$ cat src/pcfr_pkg.sv
`timescale 1ns / 1ps
// ----------------------------------------------------------------------------
// Parity checked frame receiver package
// Shared widths, operation and event codes and the result word type.
// ----------------------------------------------------------------------------
package pcfr_pkg;

   localparam int unsigned UnitWidth    = 16;
   localparam int unsigned LenWidth     = 7;
   localparam int unsigned ElapsedWidth = 23;
   localparam int unsigned EventWidth   = 3;

   localparam logic [ElapsedWidth-1:0] ElapsedMax = {ElapsedWidth{1'b1}};
   localparam logic [UnitWidth-1:0]    UnitReset  = 16'd50;
   localparam logic [7:0]              ParityMask = 8'h80;
   localparam logic [7:0]              LenMask    = 8'h7F;

   localparam logic OP_BYTE = 1'b0;
   localparam logic OP_TICK = 1'b1;

   localparam logic [EventWidth-1:0] EV_HEADER  = 3'd0;
   localparam logic [EventWidth-1:0] EV_DATA    = 3'd1;
   localparam logic [EventWidth-1:0] EV_GOOD    = 3'd2;
   localparam logic [EventWidth-1:0] EV_PARITY  = 3'd3;
   localparam logic [EventWidth-1:0] EV_TIMEOUT = 3'd4;

   typedef struct packed {
      logic [EventWidth-1:0] event_res;
      logic [7:0]            frame_code;
      logic [7:0]            data_byte;
      logic [LenWidth-1:0]   byte_index;
      logic                  last;
   } rsp_type;

endpackage

$ cat src/parity_checked_frame_receiver_top.sv
`timescale 1ns / 1ps
// ----------------------------------------------------------------------------
// Parity checked frame receiver
// Deframes code, header, payload and trailer bytes, checks even parity and
// enforces header and frame deadlines counted in timer ticks.
// ----------------------------------------------------------------------------
//  Channel  Direction  Handshake            Contents
//  req      in         req_valid/req_stall  operation, rx_byte
//  rsp      out        rsp_valid/rsp_stall  event_res, frame_code, data_byte,
//                                           byte_index, last
//  csr      in         csr_valid/csr_ready  ticks_per_byte_timeout
//
// One word is taken per cycle unless req_stall holds it; its result is
// registered into the output buffer. The frame deadline is a 7 x 16 product
// kept in a register, computed from the next length and timeout unit so ticks
// compare against it directly. A two-entry output buffer keeps input flowing
// while a result waits; the input stalls only when both entries are full.
// Reset is synchronous and returns the receiver to idle with the unit at 50.
// ----------------------------------------------------------------------------
module parity_checked_frame_receiver_top
   import pcfr_pkg::*;
(
   input  logic                  clock,
   input  logic                  reset,
   input  logic                  req_valid,
   output logic                  req_stall,
   input  logic                  req_operation,
   input  logic [7:0]            req_rx_byte,
   output logic                  rsp_valid,
   input  logic                  rsp_stall,
   output logic [EventWidth-1:0] rsp_event_res,
   output logic [7:0]            rsp_frame_code,
   output logic [7:0]            rsp_data_byte,
   output logic [LenWidth-1:0]   rsp_byte_index,
   output logic                  rsp_last,
   input  logic                  csr_valid,
   output logic                  csr_ready,
   input  logic [UnitWidth-1:0]  csr_ticks_per_byte_timeout
);

   localparam logic [1:0] PH_IDLE    = 2'd0;
   localparam logic [1:0] PH_HEADER  = 2'd1;
   localparam logic [1:0] PH_PAYLOAD = 2'd2;
   localparam logic [1:0] PH_TRAILER = 2'd3;

   logic [1:0]              phase_ff, phase_in;
   logic [7:0]              code_ff, code_in;
   logic [LenWidth-1:0]     len_ff, len_in;
   logic [LenWidth-1:0]     count_rx_ff, count_rx_in;
   logic                    parity_ff, parity_in;
   logic [ElapsedWidth-1:0] elapsed_ff, elapsed_in;
   logic [UnitWidth-1:0]    unit_ff, unit_in;
   logic [ElapsedWidth-1:0] deadline_ff, deadline_in;

   logic [1:0]              fill_ff, fill_in;
   rsp_type                 head_ff, head_in;
   rsp_type                 skid_ff, skid_in;

   logic                    accept;
   logic                    pop;
   logic                    push;
   rsp_type                 result;
   logic [ElapsedWidth-1:0] elapsed_inc;
   logic [LenWidth-1:0]     count_next;
   logic [LenWidth-1:0]     len_eff;
   logic                    late;

   assign accept    = req_valid && !req_stall;
   assign req_stall = (fill_ff == 2'd2);
   assign rsp_valid = (fill_ff != 2'd0);
   assign pop       = rsp_valid && !rsp_stall;
   assign csr_ready = 1'b1;

   assign elapsed_inc = (elapsed_ff == ElapsedMax) ? elapsed_ff
                                                   : elapsed_ff + 1'b1;
   assign count_next  = count_rx_ff + 1'b1;

   always_comb begin
      if (phase_ff == PH_HEADER) begin
         late = elapsed_inc > ElapsedWidth'(unit_ff);
      end else begin
         late = elapsed_inc >= deadline_ff;
      end
   end

   always_comb begin
      phase_in    = phase_ff;
      code_in     = code_ff;
      len_in      = len_ff;
      count_rx_in = count_rx_ff;
      parity_in   = parity_ff;
      elapsed_in  = elapsed_ff;
      push        = 1'b0;
      result      = '{event_res: EV_TIMEOUT, frame_code: code_ff, data_byte: 8'd0,
                      byte_index: '0, last: 1'b1};
      if (accept) begin
         if (req_operation == OP_TICK) begin
            if (phase_ff != PH_IDLE) begin
               elapsed_in = elapsed_inc;
               if (late) begin
                  push     = 1'b1;
                  phase_in = PH_IDLE;
               end
            end
         end else begin
            case (phase_ff)
               PH_IDLE: begin
                  code_in     = req_rx_byte;
                  parity_in   = ^req_rx_byte;
                  elapsed_in  = '0;
                  len_in      = '0;
                  count_rx_in = '0;
                  phase_in    = PH_HEADER;
               end
               PH_HEADER: begin
                  len_in      = LenWidth'(req_rx_byte & LenMask);
                  parity_in   = parity_ff ^ (^req_rx_byte);
                  count_rx_in = '0;
                  phase_in    = (len_in == '0) ? PH_TRAILER : PH_PAYLOAD;
                  push        = 1'b1;
                  result.event_res  = EV_HEADER;
                  result.byte_index = len_in;
                  result.last       = 1'b0;
               end
               PH_PAYLOAD: begin
                  parity_in   = parity_ff ^ (^req_rx_byte);
                  count_rx_in = count_next;
                  if (count_next == len_ff) begin
                     phase_in = PH_TRAILER;
                  end
                  push        = 1'b1;
                  result.event_res  = EV_DATA;
                  result.data_byte  = req_rx_byte;
                  result.byte_index = count_rx_ff;
                  result.last       = 1'b0;
               end
               default: begin
                  push     = 1'b1;
                  phase_in = PH_IDLE;
                  result.event_res = parity_ff ? EV_PARITY : EV_GOOD;
               end
            endcase
         end
      end
   end

   // The deadline follows the values the next word will see, so it is never stale.
   assign unit_in     = csr_valid ? csr_ticks_per_byte_timeout : unit_ff;
   assign len_eff     = (len_in == '0) ? LenWidth'(1) : len_in;
   assign deadline_in = ElapsedWidth'(len_eff) * ElapsedWidth'(unit_in);

   always_comb begin
      fill_in = fill_ff;
      head_in = head_ff;
      skid_in = skid_ff;
      if (push && pop) begin
         if (fill_ff == 2'd1) begin
            head_in = result;
         end else begin
            head_in = skid_ff;
            skid_in = result;
         end
      end else if (push) begin
         fill_in = fill_ff + 2'd1;
         if (fill_ff == 2'd0) begin
            head_in = result;
         end else begin
            skid_in = result;
         end
      end else if (pop) begin
         fill_in = fill_ff - 2'd1;
         head_in = skid_ff;
      end
   end

   always_ff @(posedge clock) begin
      if (reset) begin
         phase_ff    <= PH_IDLE;
         code_ff     <= '0;
         len_ff      <= '0;
         count_rx_ff <= '0;
         parity_ff   <= 1'b0;
         elapsed_ff  <= '0;
         unit_ff     <= UnitReset;
         deadline_ff <= ElapsedWidth'(UnitReset);
         fill_ff     <= 2'd0;
      end else begin
         phase_ff    <= phase_in;
         code_ff     <= code_in;
         len_ff      <= len_in;
         count_rx_ff <= count_rx_in;
         parity_ff   <= parity_in;
         elapsed_ff  <= elapsed_in;
         unit_ff     <= unit_in;
         deadline_ff <= deadline_in;
         fill_ff     <= fill_in;
      end
   end

   always_ff @(posedge clock) begin
      head_ff <= head_in;
      skid_ff <= skid_in;
   end

   assign rsp_event_res  = head_ff.event_res;
   assign rsp_frame_code = head_ff.frame_code;
   assign rsp_data_byte  = head_ff.data_byte;
   assign rsp_byte_index = head_ff.byte_index;
   assign rsp_last       = head_ff.last;

   a_fill_bound: assert property (@(posedge clock) disable iff (reset)
      fill_ff != 2'd3)
      else $error("output buffer fill out of range");

   a_payload_count: assert property (@(posedge clock) disable iff (reset)
      phase_ff == PH_PAYLOAD |-> count_rx_ff < len_ff)
      else $error("payload count passed the frame length");

   a_status_ends_frame: assert property (@(posedge clock) disable iff (reset)
      push && result.last |=> phase_ff == PH_IDLE)
      else $error("status word did not return the receiver to idle");

   a_last_matches_event: assert property (@(posedge clock) disable iff (reset)
      rsp_valid |-> rsp_last == (rsp_event_res == EV_GOOD || rsp_event_res == EV_PARITY
                                 || rsp_event_res == EV_TIMEOUT))
      else $error("last flag does not match event");

endmodule
$ cat config.mk
export PLATFORM = sky130hd
export DESIGN_NAME = parity_checked_frame_receiver_top
export DESIGN_NICKNAME = d
export VERILOG_FILES = /design/src/pcfr_pkg.sv /design/src/parity_checked_frame_receiver_top.sv
export SDC_FILE = /design/constraint.sdc
export NUM_CORES = 1
export LEC_CHECK = 0
export ABC_CLOCK_PERIOD_IN_PS = 8700
export BUFFER_PORTS_ARGS = -buffer_cell sky130_fd_sc_hd__buf_4
export CAP_MARGIN = 20
export CORE_MARGIN = 10
export CORE_UTILIZATION = 51
export CTS_CLUSTER_SIZE = 25
export DETAILED_ROUTE_END_ITERATION = 16
export PLACE_DENSITY = 0.69
export SYNTH_ARGS = -nofsm -noshare
export SYNTH_HDL_FRONTEND = slang
export SYNTH_SLANG_ARGS = --single-unit
$ cat constraint.sdc
create_clock -name clock -period 8.7 [get_ports clock]
set_input_delay 0.87 -clock clock [delete_from_list [all_inputs] [get_ports clock]]
set_output_delay 0.87 -clock clock [all_outputs]
set_load 0.05 [all_outputs]
==> results of run 1 <==
synth_stat cells (all sizes together), types with 15 or more instances:
cell type	instances
nor2	179
inv	137
ha	95
dfxtp	89
fa	69
nand2	69
edfxtp	54
a21oi	46
clkbuf	35
xnor2	33
mux2	30
a22oi	27
o21ai	27
nand3	23
xor2	20
a21o	19
nand2b	19
nor3	19
mux2i	15
worst register-to-register path, stage by stage, from the launching register on:
cell and delay, ns:
sky130_fd_sc_hd__dfxtp_1 0.37, sky130_fd_sc_hd__inv_1 0.08, sky130_fd_sc_hd__ha_1 0.24, sky130_fd_sc_hd__nor2b_1 0.37, sky130_fd_sc_hd__and3_1 0.44, sky130_fd_sc_hd__a22oi_1 0.15
sky130_fd_sc_hd__buf_4 0.24, sky130_fd_sc_hd__or2_2 0.32, sky130_fd_sc_hd__fa_1 0.51, sky130_fd_sc_hd__fa_1 0.54, sky130_fd_sc_hd__inv_1 0.05, sky130_fd_sc_hd__fa_1 0.52
sky130_fd_sc_hd__inv_1 0.05, sky130_fd_sc_hd__fa_1 0.52, sky130_fd_sc_hd__inv_1 0.04, sky130_fd_sc_hd__ha_1 0.32, sky130_fd_sc_hd__o21ai_0 0.14, sky130_fd_sc_hd__o21ai_0 0.18
sky130_fd_sc_hd__a221oi_1 0.39, sky130_fd_sc_hd__o21a_1 0.21, sky130_fd_sc_hd__a21oi_1 0.11, sky130_fd_sc_hd__a311oi_1 0.33, sky130_fd_sc_hd__xnor2_1 0.16, sky130_fd_sc_hd__nor2_1 0.05
metrics by stage:
stage                     setup WS (ns)  utilization
after floorplan                    2.25            -
after global placement             2.02        0.557
after detailed placement           1.97        0.557
after CTS                          2.23        0.586
after global routing               1.78        0.588
final                              2.19        0.588
layout make-up:
cell class              instances  share of cell area
clock buffers                  18              0.0357
clock inverters                14              0.0121
inverters                     138              0.0431
multi-input cells             835               0.548
flip-flops and latches        143               0.283
well taps                     270              0.0281
repair buffers                 75              0.0502
layer usage:
metal / GRT usage / part of all wire / vias to the layer above
met3: 0.0296 / 0.040 / 25
met2: 0.307 / 0.47 / 173
met4: 0.0499 / 0.013 / 0
li1: - / - / 4019
met1: 0.255 / 0.48 / 3933
met5: 0 / 0 / -
power by group:
part / switching, uW / total (uW) / internal, uW
Clock: 310 / 713 / 403
Combinational: 360 / 546 / 185
Sequential: 22.2 / 788 / 766
worst min path at each step:
stage | start | endpoint | depth (start not counted)
after floorplan | code_ff[0]$_SDFFE_PP0P_ | skid_ff[16]$_DFFE_PP_ | 0
after global placement | code_ff[3]$_SDFFE_PP0P_ | skid_ff[19]$_DFFE_PP_ | 0
after detailed placement | code_ff[3]$_SDFFE_PP0P_ | skid_ff[19]$_DFFE_PP_ | 0
after CTS | code_ff[3]$_SDFFE_PP0P_ | skid_ff[19]$_DFFE_PP_ | 0
after global routing | code_ff[1]$_SDFFE_PP0P_ | skid_ff[17]$_DFFE_PP_ | 0
final | code_ff[1]$_SDFFE_PP0P_ | skid_ff[17]$_DFFE_PP_ | 0
registers in the layout, indices dropped and copies added (netlist names):
name            count
rsp_data_byte       8
unit_ff            16
phase_ff            2
count_rx_ff         7
rsp_event_res       3
len_ff              7
skid_ff            27
deadline_ff        23
rsp_last            1
rsp_frame_code      8
parity_ff           1
rsp_byte_index      7
code_ff             8
fill_ff             2
elapsed_ff         23
kinds of logic (layout without fill, tap and decap cells):
family | after synthesis | count (layout) | share of synthesized area
buffers and inverters | 180 | 245 | 0.0658
other | 1 | 1 | 0.000351
xor gates and xnor gates | 53 | 53 | 0.0434
muxes | 45 | 45 | 0.0457
adders and majority gates | 164 | 164 | 0.240
AOI/OAI and AO/OA | 181 | 181 | 0.115
and+or+nand+nor | 391 | 391 | 0.171
DFF | 143 | 143 | 0.318
==> results by stage, run 1 <==
Clock network:
- Clock tree synthesis found a total of 143 sinks.
- The number of buffers inserted by hold repair at cts is 0.
- Clock latency on the worst-skew pair, taken at its later pin, is 0.43 ns.
- Clock tree synthesis inserted a total of 17 buffers.
- TritonCTS built the clock tree.
- The number of setup buffers added after CTS is 0.
- In this run the clock root is driven by a sky130_fd_sc_hd__clkbuf_16.
- CTS built an H-tree with a depth of 4.
- The clock transition at the register clock pins on the worst setup and hold paths after CTS is 0.06 ns.
- The post-cts resize count is 0.
- In this run the deepest clock path goes through 2 buffers.

Floorplanning:
- The floorplan step defined a core boundary enclosing 20,400 um2.
- The die height is 165 um.
- The total number of placement rows is 52.
- The boundary pin count is 60.
- The die footprint is 27,100 um2.
- The effective utilization at floorplan is 0.523.
- From left edge to right edge, the die measures 165 um.

STA:
- The clock arrives with 0.00991 ns of skew.
- The final number of hold-violating endpoints is 0.
- The final clock period utilization by the worst path is 0.749.
- The final number of max-transition violations is 0.
- Timing would allow up to 0.154 GHz.
- Setup violations remaining at the end of the flow were counted as 0.
- Setup repair after global routing left no endpoint under its margin.
- The relative slew slack is 0.322.
- The clock period could shrink to 6.51 ns.
- The accumulated negative setup slack is 0 ns.
- Hold is met by 0.457 ns.
- The slew at the pin closest to its max-slew limit is 0.989 ns.

Route:
- For this run, the detailed router's first-pass iteration total came to 5.
- For this block, the routed nets add up to 24,500 um of wire.
- The total DRC errors in the routed layout is 0.
- The detail route stage leaves a number of antenna-violating nets equal to 0.
- The via total after detailed routing is 8,150.
- The number of vias per cell is 5.46.
- After detailed routing, the average wire length per cell comes to 16.4 um.
- For this block, the initial DRC count from the detailed router was 538.

Setup path:
- Measured in cells, the most critical reg-to-reg path has a length of 23.
- The startpoint class of the critical path is a flip-flop.
- In this run the critical register-to-register path is launched from fill_ff[0]$_SDFFE_PP0P_.
- The capture instance of the worst register-to-register path is deadline_ff[22]$_SDFF_PP0_.
- On the critical path the largest part of the delay comes from adder cells.
- The critical path goes through inv_1 > ha_1 > nor2b_1 > and3_1 > a22oi_1 > buf_4 > or2_2 > fa_1 > fa_1 > inv_1 > fa_1 > inv_1 > fa_1 > inv_1 > ha_1 > o21ai_0 > o21ai_0 > a221oi_1 > o21a_1 > a21oi_1 > a311oi_1 > xnor2_1 > nor2_1.
- Along the worst path, the maximum fanout reaches 15.
- The most critical setup path has its startpoint at fill_ff[0]$_SDFFE_PP0P_.
- The endpoint of the most critical setup path is deadline_ff[22]$_SDFF_PP0_.
- For this design, the slowest cell found on the critical path is sky130_fd_sc_hd__fa_1.
- The setup slack of the worst register-to-register path is 2.19 ns.
- The logic depth of the worst path, buffers included is 23.
- At the worst endpoint, the arrival time is 6.80 ns.
- STA classifies the critical path endpoint as a flip-flop.
- The peak per-stage delay on the critical path is 0.54 ns.
- By startpoint and endpoint, the worst setup path is classified as flip-flop to flip-flop.
- The combined buffer and inverter count along the critical path is 5.
- At the worst endpoint, the required time is 8.98 ns.

Final layout:
- Compared with the post-synthesis result, the final layout area differs by 12.4%.
- Across the whole layout, storage elements account for 3400 um2.
- The number of diodes is 0.
- After the last flow step, the layout net total stands at 1,404.
- The library cell used most frequently in the layout, excluding fill and tap cells, is sky130_fd_sc_hd__nor2_1.
- Summing all non-filler instances in the final layout gives an area of 12,000 um2.
- The share of final-layout standard cells stronger than drive strength 1 is 0.111.
- After filler insertion, the fill cell instance count of the layout stands at 1,792.
- The multi-input combinational cells in the finished layout cover a total of 6580 um2.
- After the flow finishes, the layout carries non-filler instances totaling 1,493.
- In the layout the commonest cells are sky130_fd_sc_hd__nor2_1 (179), sky130_fd_sc_hd__inv_1 (137), sky130_fd_sc_hd__ha_1 (95).

Logic synthesis:
- The number of enable-type register cells in the synthesized netlist is 54.
- In the synthesized netlist the dominant register cell turns out to be sky130_fd_sc_hd__dfxtp_1.
- By area the synthesized netlist is led by sky130_fd_sc_hd__dfxtp_1 (17%), sky130_fd_sc_hd__edfxtp_1 (15%), sky130_fd_sc_hd__fa_1 (13%), sky130_fd_sc_hd__ha_1 (11%), sky130_fd_sc_hd__nor2_1 (6.3%).
- In this run the cell area of the synthesized design comes to 10,700 um2.
- The sequential fraction of the synthesis area is 0.318.
- The number of warnings reported in the yosys synthesis log is 0.
- In this run the mean area of a mapped cell was 9.23 um2.
- The number of flip-flops and latches in the synthesized netlist is 143.
- The post-synthesis net count is 1,352.
- The share of synthesized area in the top cell type comes to 0.167.
- The share of synthesized registers carrying an async set or reset is 0.
- In the synthesized netlist, the number of instances is 1,158.
- Counting distinct cell types in the post-synthesis netlist gives 66.
- The cell taking the most area after synthesis is sky130_fd_sc_hd__dfxtp_1.

Outcome:
- The flow ran to the end, and the final reports show no timing, DRC or antenna violations.

Placed design:
- The sum of net half-perimeters after detailed placement is 18,800 um.
- The cell area after placement is 11,400 um2.
- The weighted congestion reported at the end of routability-driven placement is 0.859.
- Port buffering added 58 buffers.
- Including well taps, the total number of placed cells is 1,459.

Global route:
- The total overflow left after global routing is 0.
- The initial antenna violation count was 0.
- The aggregate global-route resource usage is 0.188.
- The first global-routing pass estimated 41,300 um of wire.
- Entering global routing, the biggest net connects 82 pins.
- The number of global-route vias before repair is 8,190.

Pwr:
- The static leakage power is 0.00533 uW.
- Across the VDD grid, the largest voltage drop is 0.000113 V.
- After layout, the design draws a total of 2050 uW.
- The power density relative to cell area is 170 nW/um2.

Job:
- The reported max-cap violation count is 0.

Min path:
- In this run the worst hold path is classified as flip-flop to flip-flop.
(Power assumes the default switching activity.)
==> run 2, diff against run 1 <==
Settings changed: ABC_AREA from default to 1, ABC_CLOCK_PERIOD_IN_PS 8700 to 6600, PLACE_DENSITY 0.69 to 0.68.
Clock period 8.7 ns to 6.6 ns, I/O delays scaled along.
==> run 2 against run 1 <==
Critical path depth increased by 1. Total power rose by 32%. Synthesized cell count rose by 28%. Clock-buffer cell count fell by 1. Highest routed layer unchanged.
==> results by stage, run 2 <==
Clock network:
- Clock tree synthesis selected as its root buffer the cell sky130_fd_sc_hd__clkbuf_16.
- The clock transition at the register clock pins on the worst setup and hold paths after CTS is 0.06 ns.
- The TritonCTS buffer count is 17.
- The latest clock arrival within the worst-skew pair is 0.43 ns.
- The H-tree was split into 4 levels.
- The maximum clock path buffer count is 2.
- The clock tree from TritonCTS is built.
- The total number of clock tree sinks is 143.

Logic synthesis:
- The number of enable-type register cells in the synthesized netlist is 54.
- Of the synthesized area, sequential elements account for 0.301.
- In the post-synthesis netlist, the biggest area contributors are sky130_fd_sc_hd__dfxtp_1 (16%), sky130_fd_sc_hd__edfxtp_1 (14%), sky130_fd_sc_hd__fa_1 (12%), sky130_fd_sc_hd__ha_1 (11%), sky130_fd_sc_hd__nand2_1 (10%).
- The summed instance area of the synthesized netlist is 11,300 um2.
- A synthesized cell averages 7.61 um2.
- The library cell with the highest instance count after synthesis is sky130_fd_sc_hd__nand2_1.
- In the synthesized netlist the async set-or-reset flop fraction comes to 0.
- During synthesis, Yosys emitted a total of 0 warnings.
- The number of flip-flops and latches in the synthesized netlist is 143.
- The number of nets handed over by synthesis was 1,682.
- In this run, distinct cell masters in the synthesized netlist total 45.
- The count of mapped cells out of synthesis is 1,488.
- The most used flip-flop cell after synthesis is sky130_fd_sc_hd__dfxtp_1.
- The commonest cells after synthesis are sky130_fd_sc_hd__nand2_1 (309), sky130_fd_sc_hd__inv_1 (246), sky130_fd_sc_hd__nor2_1 (184).
- The portion of synthesized cell area occupied by the leading cell type is 0.157.
- The cell taking the most area after synthesis is sky130_fd_sc_hd__dfxtp_1.

Pwr:
- The static leakage power is 0.00615 uW.
- The share of total power dissipated in the clock network is 0.406.
- The power density relative to cell area is 212 nW/um2.
- The share of total power dissipated in sequential elements is 0.373.
- The cell internal power dissipation is 1840 uW.
- The share of power burned in combinational logic is 0.221.
- The maximum vdd drop is 0.000148 V.
- Of the total power, the share spent switching nets is 0.316.
- Summed over all nets, the switching power comes to 851 uW.

Floorplanning:
- After floorplanning, the core was divided into 54 placement rows.
- The die footprint is 28,600 um2.
- Measured along the y axis, the die boundary spans 169 um.
- The effective utilization at floorplan is 0.519.
- For this design the top-level I/O count stands at 60.
- The die extent in x is 169 um.
- After floorplanning, the core was sized to cover 21,800 um2.

STA:
- The final setup violation count is 0.
- Between clock sinks in the finished design, the worst skew comes to 0.0102 ns.
- The worst pin sits at a relative slew slack of 0.421.
- The final clock period utilization by the worst path is 0.927.
- For the pin with the worst max-slew slack, the measured transition is 0.866 ns.
- The accumulated negative setup slack is 0 ns.
- Setup repair after global routing left no endpoint under its margin.
- For the finished layout, the period the worst path requires is 6.12 ns.
- The final number of hold-violating endpoints is 0.
- Across all setup checks in the final design, the least slack found is 0.482 ns.
- Derived from the worst setup path, the maximum achievable clock frequency is 0.163 GHz.
- The final number of max-transition violations is 0.

Placed design:
- The sum of net half-perimeters after detailed placement is 22,900 um.
- At the placement stage, the worst setup path has a slack of 0.455 ns.
- The number of placed instances with taps included is 1,798.
- The cell area after placement is 12,000 um2.
- At the end of routability-driven placement, the weighted congestion stood at 0.943.
- The total of buffers placed on input and output ports is 58.

Global route:
- Entering global routing, the biggest net connects 64 pins.
- The first global-routing pass estimated 49,500 um of wire.
- The final global-route overflow total is 0.
- The aggregate global-route resource usage is 0.212.
- The number of global-route vias before repair is 9,801.
- The initial antenna violation count came to 0.

Setup path:
- The worst setup path is of the flip-flop to flip-flop kind.
- The worst setup path is launched from a flip-flop.
- The worst setup path is captured at a flip-flop.
- The data required time of the critical path is 6.95 ns.
- For the worst setup path, the data arrival time is 6.47 ns.
- The highest net fanout along the worst path is 17.

Final layout:
- After the last flow step, the layout net total stands at 1,731.
- The largest registers in the layout are skid_ff: 27 flops, deadline_ff: 23 flops, elapsed_ff: 23 flops.
- The number of diodes is 0.
- The register with the most flip-flops is skid_ff.
- Once layout is done, the placed cells without fillers occupy 12,700 um2.
- The commonest non-fill, non-tap cell in the layout is sky130_fd_sc_hd__nand2_1.
- The growth of design area from synthesis to finish is 12.1%.
- In the layout the commonest cells are sky130_fd_sc_hd__nand2_1 (309), sky130_fd_sc_hd__inv_1 (246), sky130_fd_sc_hd__nor2_1 (182).
- The final standard cell count with taps included and fillers excluded is 1,830.
- The register with the most flip-flops in the layout has 27 of them.
- The share of final-layout standard cells stronger than drive strength 1 is 0.0974.

Route:
- The number of vias per cell is 5.37.
- Detailed routing inserted a total of 9,821 vias.
- The wire length after detailed routing is 29,800 um.
- In the final routed layout, each cell accounts on average for 16.3 um.
- In this run the remaining antenna-violating nets after routing total 0.
- The number of iterations in the first detailed-routing pass is 7.
- The detailed router finished its first iteration with 802 violations.
- For this run, design rule violations remaining after detail routing come to 0.

Min path:
- The worst hold path belongs to the class flip-flop to flip-flop.

Job:
- The reported max-cap violation count is 0.

Outcome:
- The run finished with clean final reports.
## run 2: changes by cell type in the layout (fill, tap and decap cells not counted), moves of 18 or more
cell	before	now
sky130_fd_sc_hd__xnor2_1	33	12
sky130_fd_sc_hd__a21o_1	19	1
sky130_fd_sc_hd__nand2_1	69	309
sky130_fd_sc_hd__a21oi_1	46	95
sky130_fd_sc_hd__nand3_1	21	83
sky130_fd_sc_hd__mux2_1	19	0
sky130_fd_sc_hd__nand2b_1	19	0
sky130_fd_sc_hd__o21ai_0	26	51
sky130_fd_sc_hd__inv_1	137	246
## run 2: routing by layer
metal | share of wire | vias up | global-route usage
li1 | - | 4842 | -
met1 | 0.43 | 4615 | 0.262
met2 | 0.49 | 310 | 0.366
met3 | 0.056 | 54 | 0.0366
met4 | 0.028 | 0 | 0.0709
met5 | 0 | - | 0
## run 2: power groups by stage
stage	sequential (uW)	combinational, uW	clock [uW]
2_1_floorplan	1090	347	0
3_3_place_gp	1020	584	0
3_5_place_dp	1020	594	0
4_1_cts	1010	597	1110
5_1_grt	1010	667	1140
6_report	1000	596	1090
## run 2: metrics by stage
step / total power [uW] / utilization / hold slack [ns]
final: 2700 / 0.582 / 0.467
after global routing: 2820 / 0.582 / 0.489
after CTS: 2710 / 0.581 / 0.467
after detailed placement: 1620 / 0.551 / 0.459
after global placement: 1610 / 0.551 / 0.454
after floorplan: 1440 / - / 0.439
## run 2: cells by family after synthesis
| family | after synthesis | share of synthesized area |
|---|---|---|
| AND/OR/NAND/NOR | 653 | 0.247 |
| buffers and inverters | 293 | 0.101 |
| AO/OA/AOI/OAI | 205 | 0.101 |
| adder cells (fa/ha/maj) | 164 | 0.227 |
| flip-flops | 143 | 0.301 |
| XOR/XNOR | 27 | 0.0209 |
| multiplexers | 2 | 0.00177 |
| other | 1 | 0.000331 |
## run 2: final timing paths
check                                   start                     endpoint  slack (ns)  cells past startpoint
setup / recovery     phase_ff[1]$_SDFFE_PP0P_   deadline_ff[17]$_SDFF_PP0_        0.48                     24
setup reg to reg     phase_ff[1]$_SDFFE_PP0P_   deadline_ff[17]$_SDFF_PP0_        0.48                     24
hold reg to reg   count_rx_ff[6]$_SDFFE_PP0P_  count_rx_ff[6]$_SDFFE_PP0P_        0.47                      2
hold / removal    count_rx_ff[6]$_SDFFE_PP0P_  count_rx_ff[6]$_SDFFE_PP0P_        0.47                      2
## run 2: layout make-up
cell class,count,area [um2]
Clock buffer,17,425
Tap cell,280,350
Sequential cell,143,3400
Timing Repair Buffer,74,556
Clock inverter,15,230
Fill cell,2044,9130
Multi-Input combinational cell,1052,6790
Inverter,249,935
## run 2: worst max-delay path, cell delays in order, from the launching register on
cell                       delay [ns]
sky130_fd_sc_hd__dfxtp_1         0.37
sky130_fd_sc_hd__inv_1           0.08
sky130_fd_sc_hd__ha_1            0.42
sky130_fd_sc_hd__o21ai_4         0.32
sky130_fd_sc_hd__nand2_1         0.08
sky130_fd_sc_hd__nand2_1         0.18
sky130_fd_sc_hd__inv_1           0.26
sky130_fd_sc_hd__or2_2           0.37
sky130_fd_sc_hd__fa_1            0.51
sky130_fd_sc_hd__fa_1            0.54
sky130_fd_sc_hd__inv_1           0.05
sky130_fd_sc_hd__fa_1            0.53
sky130_fd_sc_hd__inv_1           0.05
sky130_fd_sc_hd__fa_1            0.54
sky130_fd_sc_hd__inv_1           0.05
sky130_fd_sc_hd__ha_1            0.35
sky130_fd_sc_hd__a21oi_1         0.14
sky130_fd_sc_hd__o21ai_0         0.14
sky130_fd_sc_hd__nand2_1         0.09
sky130_fd_sc_hd__o211ai_1        0.11
sky130_fd_sc_hd__a31oi_1         0.30
sky130_fd_sc_hd__o21bai_1        0.15
sky130_fd_sc_hd__a21oi_1         0.18
sky130_fd_sc_hd__o21ai_0         0.09
sky130_fd_sc_hd__a21oi_1         0.15
## run 2: timing repair
item / in CTS / in global routing
hold buffers: 0 / 0
setup endpoints to repair: 0 / 3
gates resized for setup: 0 / 3
setup buffers: 0 / 0
==> run 3, diff against run 2 <==
Settings changed: CELL_PAD_IN_SITES_DETAIL_PLACEMENT from default to 0, CELL_PAD_IN_SITES_GLOBAL_PLACEMENT from default to 1, CORE_UTILIZATION 51 to 47, PLACE_DENSITY 0.68 to default, PLACE_DENSITY_LB_ADDON from default to 0.1.
==> run 3 against run 2 <==
Cell area grew 1.2%. Sequential share of layout area shrank 0.31 points. Critical path depth grew 2. Sequential power is essentially flat. Combinational power grew 1%. Core utilization shrank 3.8 points. Clock-buffer cell count is the same. Die area grew 7.5%. Total power shrank 3.9%. Clock skew grew 0.0078 ns. Clock power shrank 9.9%. Critical endpoint unchanged. Highest routed layer unchanged.
==> results by stage, run 3 (synthesis results as in run 2) <==
Clock network:
- Clock latency on the worst-skew pair, taken at its later pin, is 0.44 ns.
- The maximum clock path buffer count is 2.
- The clock tree from TritonCTS is built.
- CTS built an H-tree with a depth of 4.
- The clock drives 143 sinks.
- The tree is rooted in a sky130_fd_sc_hd__clkbuf_16.
- The clock transition at the register clock pins on the worst setup and hold paths after CTS is 0.07 ns.
- The number of buffers inserted by hold repair at cts is 0.
- Clock tree synthesis inserted a total of 17 buffers.

Job:
- Max-cap violations in this run came to 0.

Final layout:
- The register with the most flip-flops is skid_ff.
- The fraction of the core area covered by cells at the end of the flow is 0.544.
- For this run, the number of standard cells in the final layout without fillers is 1,888.
- The final non-filler cell area is 12,800 um2.
- The commonest non-fill, non-tap cell in the layout is sky130_fd_sc_hd__nand2_1.
- The growth of design area from synthesis to finish is 13.4%.
- The top cell types in the final layout, fill and taps aside, are sky130_fd_sc_hd__nand2_1 (308), sky130_fd_sc_hd__inv_1 (242), sky130_fd_sc_hd__nor2_1 (182).
- The largest registers in the layout are skid_ff: 27 flops, deadline_ff: 23 flops, elapsed_ff: 23 flops.
- The share of final-layout standard cells stronger than drive strength 1 is 0.112.
- The number of diodes is 0.
- The number of nets in the final layout is 1,750.
- The flip-flop count of the largest register after layout is 27.

Setup path:
- The source of the worst register-to-register timing path is fill_ff[0]$_SDFFE_PP0P_.
- The setup slack of the worst register-to-register path is 0.56 ns.
- The depth of the most critical reg-to-reg path is 26.
- STA puts the critical path data arrival time at 6.39 ns.
- STA classifies the critical path endpoint as a flip-flop.
- In this run the critical register-to-register path is captured at deadline_ff[17]$_SDFF_PP0_.
- The start-to-end type of the worst setup path is flip-flop to flip-flop.
- STA classifies the critical path startpoint as a flip-flop.
- The data required time of the critical path is 6.95 ns.
- The highest net fanout along the worst path is 8.

STA:
- The final clock period utilization by the worst path is 0.915.
- The final number of hold-violating endpoints is 0.
- The accumulated negative setup slack is 0 ns.
- Setup repair after global routing left no endpoint under its margin.
- The final number of max-transition violations was 0.
- Setup violations remaining at the end of the flow were counted as 0.
- Static timing analysis puts the maximum clock frequency at 0.166 GHz.
- The shortest clock period the worst path allows after layout is 6.04 ns.
- The worst-case clock skew is 0.0180 ns.
- In this run the tightest slew margin relative to its limit is 0.388.
- The slew at the pin closest to its max-slew limit is 0.917 ns.

Outcome:
- The run finished with clean final reports.

Floorplanning:
- The die footprint is 30,700 um2.
- The effective utilization at floorplan is 0.479.
- The placeable core area is 23,600 um2.
- In this run the vertical extent of the chip is 175 um.
- For this design the top-level I/O count stands at 60.
- The die extent in x is 175 um.
- The floorplan has 56 rows.

Global route:
- The initial antenna violation count was 0.
- The wire length of the first global-routing pass is 51,300 um.
- The number of global-route vias before repair is 9,443.
- The pin count of the biggest net entering global routing is 64.
- The aggregate global-route resource usage is 0.207.
- Summed over all layers, the global routing overflow is 0.

Route:
- The met3 layer wire length in the routed design is 2040 um.
- After detailed routing, no signal wire sits above met4.
- Detailed routing placed a total of 14,100 um of wire on met2.
- The first routing iteration left 756 violations.
- The number of vias per cell is 5.18.
- The detail route stage leaves a number of antenna-violating nets equal to 0.
- The via total after detailed routing is 9,777.
- The total DRC errors in the routed layout is 0.
- The detailed router put a total of 14,800 um of wire on met1.
- The number of iterations in the first detailed-routing pass is 5.
- The wire length after detailed routing is 31,600 um.
- Dividing the detail-routed wire length by the instance count gives 16.7 um.

Min path:
- In this run the most critical hold path is launched from count_rx_ff[6]$_SDFFE_PP0P_.
- For hold timing, the worst endpoint is count_rx_ff[6]$_SDFFE_PP0P_.
- The cell depth of the worst hold path is 2.
- The path class of the tightest hold or removal check is flip-flop to flip-flop.

Pwr:
- The analysis attributes to cell leakage a power of 0.00620 uW.
- The maximum vdd drop is 0.000160 V.
- Dividing total power by cell area gives a power density of 202 nW/um2.

Placed design:
- Once placement completed, the tool counted placed cells totaling 1,841.
- In this run the cell area measured after placement is 12,100 um2.
- Routability-driven placement finished with a final weighted congestion of 0.885.
- The total of buffers placed on input and output ports is 58.
- Once detailed placement completed, the half-perimeter wirelength came to 24,200 um.
-- run 3: where the power goes --
part | switching [uW] | internal, uW
clock network | 469 | 513
registers | 23.9 | 981
logic | 415 | 187
total | 908 | 1680
-- run 3: critical path, cell delays in order (launching register included) --
cell                         delay (ns)
sky130_fd_sc_hd__dfxtp_1           0.34
sky130_fd_sc_hd__inv_1             0.08
sky130_fd_sc_hd__ha_1              0.25
sky130_fd_sc_hd__nor2_4            0.19
sky130_fd_sc_hd__inv_2             0.10
sky130_fd_sc_hd__nor2_4            0.18
sky130_fd_sc_hd__nand3_1           0.14
sky130_fd_sc_hd__nand2_2           0.19
sky130_fd_sc_hd__clkinvlp_4        0.21
sky130_fd_sc_hd__or2_2             0.33
sky130_fd_sc_hd__fa_1              0.51
sky130_fd_sc_hd__fa_1              0.55
sky130_fd_sc_hd__inv_1             0.06
sky130_fd_sc_hd__fa_1              0.53
sky130_fd_sc_hd__inv_1             0.06
sky130_fd_sc_hd__fa_1              0.53
sky130_fd_sc_hd__inv_1             0.04
sky130_fd_sc_hd__ha_1              0.34
sky130_fd_sc_hd__a21oi_1           0.13
sky130_fd_sc_hd__o21ai_0           0.12
sky130_fd_sc_hd__nand2_1           0.08
sky130_fd_sc_hd__o211ai_1          0.13
sky130_fd_sc_hd__a31oi_2           0.27
sky130_fd_sc_hd__o21bai_1          0.13
sky130_fd_sc_hd__a21oi_1           0.18
sky130_fd_sc_hd__o21ai_0           0.09
sky130_fd_sc_hd__a21oi_1           0.18
-- run 3: cell type report --
class	instances	area [um2]
Clock buffer	17	425
Clock inverter	15	178
Fill cell	2288	10800
Inverter	249	950
Multi-Input combinational cell	1052	6790
Sequential cell	143	3400
Tap cell	319	399
Timing Repair Buffer	92	691
Timing Repair inverter	1	5.00
-- run 3: through the flow --
stage | setup WS (ns) | power, uW | hold WS, ns
after floorplan | 0.881 | 1440 | 0.439
after global placement | 0.497 | 1620 | 0.453
after detailed placement | 0.450 | 1620 | 0.460
after CTS | 0.507 | 2610 | 0.472
after global routing | 0.0182 | 2730 | 0.497
final | 0.559 | 2590 | 0.470
-- run 3: how the worst max path moves through the flow --
stage | from | to | slack [ns] | depth (start not counted)
6_report | fill_ff[0]$_SDFFE_PP0P_ | deadline_ff[17]$_SDFF_PP0_ | 0.56 | 26
2_1_floorplan | fill_ff[0]$_SDFFE_PP0P_ | deadline_ff[22]$_SDFF_PP0_ | 0.88 | 31
4_1_cts | fill_ff[0]$_SDFFE_PP0P_ | deadline_ff[17]$_SDFF_PP0_ | 0.51 | 28
3_3_place_gp | req_valid | deadline_ff[22]$_SDFF_PP0_ | 0.50 | 29
5_1_grt | fill_ff[0]$_SDFFE_PP0P_ | deadline_ff[17]$_SDFF_PP0_ | 0.02 | 28
3_5_place_dp | req_valid | deadline_ff[22]$_SDFF_PP0_ | 0.45 | 29
-- run 3: routing by layer --
layer,global-route usage,vias to the layer above
met5,0,-
met4,0.0608,0
met3,0.0358,30
met2,0.320,296
met1,0.290,4564
li1,-,4887
-- run 3: what timing repair did --
item / in CTS / in global routing
setup buffers: 0 / 14
setup endpoints to repair: 0 / 2
hold endpoints to repair: 0 / 0
resized for setup: 0 / 6
